<file path="src/rtl/fkg_pkg.sv">
`timescale 1ns / 1ps
// Shared types and constants of the fractional knapsack block.
// Used by fractional_knapsack_greedy and fkg_div; depends on nothing else.
package fkg_pkg;

    localparam int CAP_W     = 22;
    localparam int VAL_W     = 16;
    localparam int FRAC_W    = 17;
    localparam int TOTAL_W   = 48;
    localparam int INDEX_W   = 6;
    localparam logic [FRAC_W-1:0] FRAC_ONE = 17'h10000;

    typedef struct packed {
        logic [VAL_W-1:0] profit;
        logic [VAL_W-1:0] weight;
        logic             is_last;
    } in_item_t;

    typedef struct packed {
        logic [INDEX_W-1:0] item_index;
        logic [FRAC_W-1:0]  fraction;
        logic [TOTAL_W-1:0] total_profit;
        logic [CAP_W-1:0]   total_weight;
        logic               overflow;
        logic               last_result;
    } result_t;

    typedef enum logic [3:0] {
        ST_IDLE,
        ST_S_LDI,
        ST_S_LDW,
        ST_S_RD,
        ST_S_M1,
        ST_S_M2,
        ST_S_WR,
        ST_G_RD,
        ST_G_RK,
        ST_G_DEC,
        ST_G_DIV,
        ST_G_ACC,
        ST_O_RD,
        ST_O_EM
    } state_t;

endpackage

</file>
<file path="src/rtl/fkg_div.sv">
`timescale 1ns / 1ps
// Bit-serial restoring divider: floor(rem * 65536 / divisor), rem <= divisor.
// Uses fkg_pkg for widths.
module fkg_div (
    input  logic                         clk,
    input  logic                         rst_n,
    input  logic                         start,
    input  logic [fkg_pkg::VAL_W-1:0]    rem,
    input  logic [fkg_pkg::VAL_W-1:0]    divisor,
    output logic                         done,
    output logic [fkg_pkg::FRAC_W-1:0]   quot
);

    import fkg_pkg::*;

    logic                 busy_reg, busy_next;
    logic                 done_reg, done_next;
    logic [4:0]           cnt_reg, cnt_next;
    logic [VAL_W-1:0]     acc_reg, acc_next;
    logic [2*VAL_W-1:0]   dq_reg, dq_next;
    logic [VAL_W-1:0]     div_reg, div_next;
    logic [VAL_W:0]       trial;
    logic                 fits;

    always_comb
    begin
        busy_next = busy_reg;
        done_next = 1'b0;
        cnt_next  = cnt_reg;
        acc_next  = acc_reg;
        dq_next   = dq_reg;
        div_next  = div_reg;
        trial     = {acc_reg, dq_reg[2*VAL_W-1]};
        fits      = trial >= {1'b0, div_reg};
        if (start)
        begin
            busy_next = 1'b1;
            cnt_next  = '0;
            acc_next  = '0;
            dq_next   = {rem, {VAL_W{1'b0}}};
            div_next  = divisor;
        end
        else if (busy_reg)
        begin
            // The partial remainder stays below the divisor, so one bit fits.
            acc_next = fits ? VAL_W'(trial - {1'b0, div_reg}) : trial[VAL_W-1:0];
            dq_next  = {dq_reg[2*VAL_W-2:0], fits};
            cnt_next = cnt_reg + 1'b1;
            if (cnt_reg == 5'd31)
            begin
                busy_next = 1'b0;
                done_next = 1'b1;
            end
        end
    end

    always_ff @(posedge clk or negedge rst_n)
    begin
        if (!rst_n)
        begin
            busy_reg <= 1'b0;
            done_reg <= 1'b0;
            cnt_reg  <= '0;
            acc_reg  <= '0;
            dq_reg   <= '0;
            div_reg  <= '0;
        end
        else
        begin
            busy_reg <= busy_next;
            done_reg <= done_next;
            cnt_reg  <= cnt_next;
            acc_reg  <= acc_next;
            dq_reg   <= dq_next;
            div_reg  <= div_next;
        end
    end

    assign done = done_reg;
    assign quot = dq_reg[FRAC_W-1:0];

endmodule
</file>
<file path="config.mk">
export PLATFORM = sky130hd
export DESIGN_NAME = fkg_div
export DESIGN_NICKNAME = d
export VERILOG_FILES = /design/src/rtl/fkg_pkg.sv /design/src/rtl/fkg_div.sv
export SDC_FILE = /design/constraint.sdc
export NUM_CORES = 1
export LEC_CHECK = 0
export BUFFER_PORTS_ARGS = -buffer_cell sky130_fd_sc_hd__buf_2
export CAP_MARGIN = 30
export CORE_AREA = 2 2 132 108
export DETAILED_ROUTE_END_ITERATION = 8
export DIE_AREA = 0 0 134 110
export RECOVER_POWER = 25
export SYNTH_ARGS = -nofsm -noshare
export SYNTH_HDL_FRONTEND = slang
export SYNTH_SLANG_ARGS = --single-unit
</file>
<file path="constraint.sdc">
create_clock -name clk -period 4.1 [get_ports clk]
set_clock_uncertainty 0.1 [all_clocks]
set_input_delay 0.205 -clock clk [delete_from_list [all_inputs] [get_ports clk]]
set_output_delay 0.205 -clock clk [all_outputs]
set_load 0.005 [all_outputs]
</file>
* Word level (Yosys, flattened, before mapping)
Index checks and enable logic that the tools add are counted.
** Word-level totals
- Bits in registers :: 71
- Bits in latches :: 0
- RAM bits :: 0
- Memory bits (read-only) :: 0
- Output and inout bits :: 18
- Word-level logic and storage cells :: 24
- Memories :: 0
** Cells by class
- Add/subtract/negate cells :: 2
- $mul :: 0
- Div/mod/pow operators :: 0
- Magnitude comparators :: 1
- Equal/unequal tests :: 1
- Shift operators :: 0
- Mux-type cells :: 13
- Bitwise gates (word level) :: 0
- Reductions and logical operators :: 1
** Operator list (number)
- $mux W32 :: 2
- $mux W16 :: 3
- $ge A17 B16 Y1 :: 1
- $sub A16 B16 Y16 :: 1
- $mux W5 :: 2
- $mux W1 :: 6
- $add A5 B1 Y5 const B :: 1
- $eq A5 B5 Y1 const B :: 1
- $reduce_bool A2 Y1 :: 1

* Longest topological paths before layout
- Depth in word-level cells :: 4
- Gate-level depth with buffers :: 10
- Gate-level depth less buffers :: 10

* Least setup slack after synthesis
OpenSTA, ideal clock, no wires.
- Kind :: flip-flop to flip-flop
- Start :: register acc_reg[3]
- End :: register acc_reg[1]
- Setup time :: 0.099 ns
- Arrival time :: 2.170 ns
- Required time :: 3.901 ns
- Setup slack :: 1.731 ns
- Cell stages (with the launch flop) :: 10
- Path buffers :: 1
- Path through :: dfrtp_1 -> ha_1 -> and3_1 -> nand4_1 -> o41ai_2 -> a21oi_1 -> o31a_2 -> buf_6 -> or2_0 -> a311oi_1
** On the way
- Longest elaborated chain between the ends :: 4
** Ends and longest elaborated chain
- start, declared :: line fkg_div.sv:19 : logic [VAL_W-1:0] acc_reg, acc_next;
- start signal, assigned :: line fkg_div.sv:73 : acc_reg <= acc_next;
- $ge A17 B16 Y1 :: line fkg_div.sv:34 : fits = trial >= {1'b0, div_reg};
- $mux W16 :: line fkg_div.sv:46 : acc_next = fits ? VAL_W'(trial - {1'b0, div_reg}) : trial[VAL_W-1:0];
- $mux W16 :: line fkg_div.sv:43 : else if (busy_reg)
- $mux W16 :: line fkg_div.sv:35 : if (start)
No other way between the ends. The select of a mux whose other input is x is not followed.
A chain may end at the register's enable or synchronous reset.

==> results.yml <==
route:
  drcViolationCount: 0
  wl_met3_um: 468
  via_count: 2985
  viasPerCell: 4.57
  top_layer_used: "met4"
  wire_per_inst_um: 12.6
  postRouteAntennaNets: 0
  wl_met2_um: 3580
  wirelength_um: 8200
  drt_pass1_iterations: 4
  met1_length_um: 4040
  drt_first_iter_violations: 150
sta:
  setup_viol: 0
  relSlewSlack_pct: -18.5
  period_needed_ns: 2.83
  rsz0062_at_grt: "no"
  fin_ws_ns: 1.27
  slew_violations: 35
  period_share_pct: 69.1
  fmax_ghz: 0.353
  hold_slack_ns: -0.00186
  hold_viol_final: 2
  fin_setup_tns_ns: 0
  worstMarginPinSlew_ns: 1.78
final_layout:
  nets: 522
  synthToLayoutAreaGrowth_pct: 22.1
  stdcell_count: 653
  antenna_cells: 0
  drive_above_1_share_pct: 16.3
  largest_register_ffs: 32
worst_setup_path:
  reg2regPathDepth: 8
  end_kind: "async pin"
  reg2reg_to: "acc_reg[12]"
  worstSetupPathType: "primary input to async pin"
  ff2ff_setup_slack_ns: 1.30
  rr_startpoint: "acc_reg[13]"
  arrival_ns: 2.71
  critPathRequiredTime_ns: 3.98
  critPathLaunchType: "primary input"
  crit_fanout: 34
synthesis:
  ys_types: 45
  synth_area_leaders: "dfrtp_1 45%, mux2i_1 11%, ha_1 5.7%, o21ai_0 4.7%, nand2_1 4.5%"
  ys_ff_latch: 71
  synth_xor_xnor_area_share_pct: 3.09
  ys_async_sr_fraction_pct: 100
  synthMuxAreaShare_pct: 11.4
  syn_inst: 415
  synth-seq-area-share_pct: 44.8
  synth_edf_count: 0
  synth_top_family_by_area: "compound AO/OA/AOI/OAI gates"
  synthSimpleGateAreaFrac_pct: 12.9
  synth-compound-area-share_pct: 13.8
  synth_area_um2: 3960
  syn_avg_cell_area_um2: 9.55
  synth_fa_ha_area_share_pct: 6.19
  ys_warn_count: 0
  synth_flop_cell: "dfrtp_1"
  syn-num-nets: 469
  synth.largest_area_cell: "dfrtp_1"
  yosys.area.top_type_share_pct: 44.8
status:
  status: "complete, but fails checks"
  failed_checks: "hold timing, capacitance limit, slew limit"
min_path:
  hold-path-endpoint: "dq_reg[21]"
  whs_path_depth: 3
  min_path_type: "primary input to flip-flop"
  hp-start: "rem[5]"
grt:
  antenna_found_initial: 0
  grt_max_degree: 72
  grt_pass1_vias: 3012
  grt_pass1_wl_um: 13900
  gr-total-overflow: 0
  track_usage_pct: 12.0
clocking:
  clockRootBuffer: "clkbuf_16"
  clock_latency_ns: 0.33
  postCtsResizedCells: 0
  cts_setup_buffers: 0
  cts_htree_levels: 3
  clkTransAtPathRegs_ns: 0.06
  postCtsHoldBufs: 27
  numCtsBuffers: 9
  cts_buffer_depth: 2
  cts_tree: "done"
  cts_num_sinks: 71
placement:
  pre_cts_ws_ns: 1.31
  place_hpwl_um: 5810
  place_congestion: 0.870
  portBuffers: 52
  dp_cells: 610
run:
  max_cap_viol_count: 1
power:
  p_per_area_nw_per_um2: 509
  ir_worst_vdd_mv: 0.221
  design_power_total_w: 0.00246
  p_leak_nw: 2.60
floorplanning:
  rows: 38
  die_h_um: 110
  ioPinCount: 53
  die_w_um: 134
  core-area_um2: 13400
  initial_utilization_pct: 29.7
  die_area_um2: 14700
-- final cells by class --
type / instances / area [µm²]
inverter: 21 / 78.8
clock inverter: 7 / 95.1
tap: 180 / 225
sequential: 71 / 1780
clock buffer: 9 / 225
timing repair buffer: 83 / 556
multi-input combinational: 282 / 1880
fill: 1342 / 8520
-- through the flow --
| step | instance area, µm² | util (%) |
|---|---|---|
| after floorplan | 3960 | - |
| after global placement | 4250 | 31.8 |
| after detailed placement | 4270 | 31.9 |
| after CTS | 4860 | 36.3 |
| after global routing | 4840 | 36.2 |
| final | 4840 | 36.2 |
-- worst max-delay path by stage --
stage               startpoint         end  cells past startpoint
floorplan           acc_reg[3]  acc_reg[1]                      9
global placement    acc_reg[3]  acc_reg[0]                      8
detailed placement  acc_reg[3]  acc_reg[7]                      8
CTS                 acc_reg[3]  acc_reg[7]                      8
global route             rst_n    busy_reg                      3
finish                   rst_n    busy_reg                      3
-- cells by family after synthesis --
| group | count (synthesis) |
|---|---|
| and+or+nand+nor | 118 |
| AOI/OAI and AO/OA | 86 |
| DFF | 71 |
| buffers and inverters | 62 |
| muxes | 45 |
| adders and majority gates | 19 |
| xor gates and xnor gates | 14 |
-- metal layers --
metal  vias up  GRT usage, %
met5         -             0
met4         0          4.10
met3        11          3.89
met2        61          18.9
met1      1391          15.5
li1       1522             -
-- cell usage in the layout, fill, tap and decap left out, drive strengths merged, types with 3 or more instances in the layout --
cell type	n
dfrtp	71
buf	53
nand2	47
nor2	44
mux2i	44
o21ai	37
dlygate4sd3	27
inv	22
ha	18
a211oi	14
a21oi	13
clkbuf	12
xnor2	9
and3	6
nand4	5
xor2	5
a21o	3
o21a	3
or2	3
clkinv	3
-- cell usage after synthesis, types with 3 or more instances --
master    number
o21a_1         3
inv_1         21
clkbuf_1      19
and3_1         6
a21oi_1       12
mux2i_1       44
buf_4         17
o21ai_0       37
a211oi_1      14
a21o_1         3
dfrtp_1       71
nand2_1       47
nand4_1        5
xnor2_1        9
ha_1          18
xor2_1         5
nor2_1        44
-- power by group --
| part | leakage (nW) | internal (W) | total [W] | switching (W) |
|---|---|---|---|---|
| Combinational | 1.53 | 0.000355 | 0.000781 | 0.000426 |
| Sequential | 0.919 | 0.000784 | 0.000842 | 0.0000578 |
| Clock | 0.156 | 0.000533 | 0.000842 | 0.000308 |
-- critical path, cell delays in order --
cell	delay [ns]
dlygate4sd3_1	0.52
clkbuf_1	0.62
clkbuf_1	1.34
No activity file was read; power rests on OpenSTA's default activity.
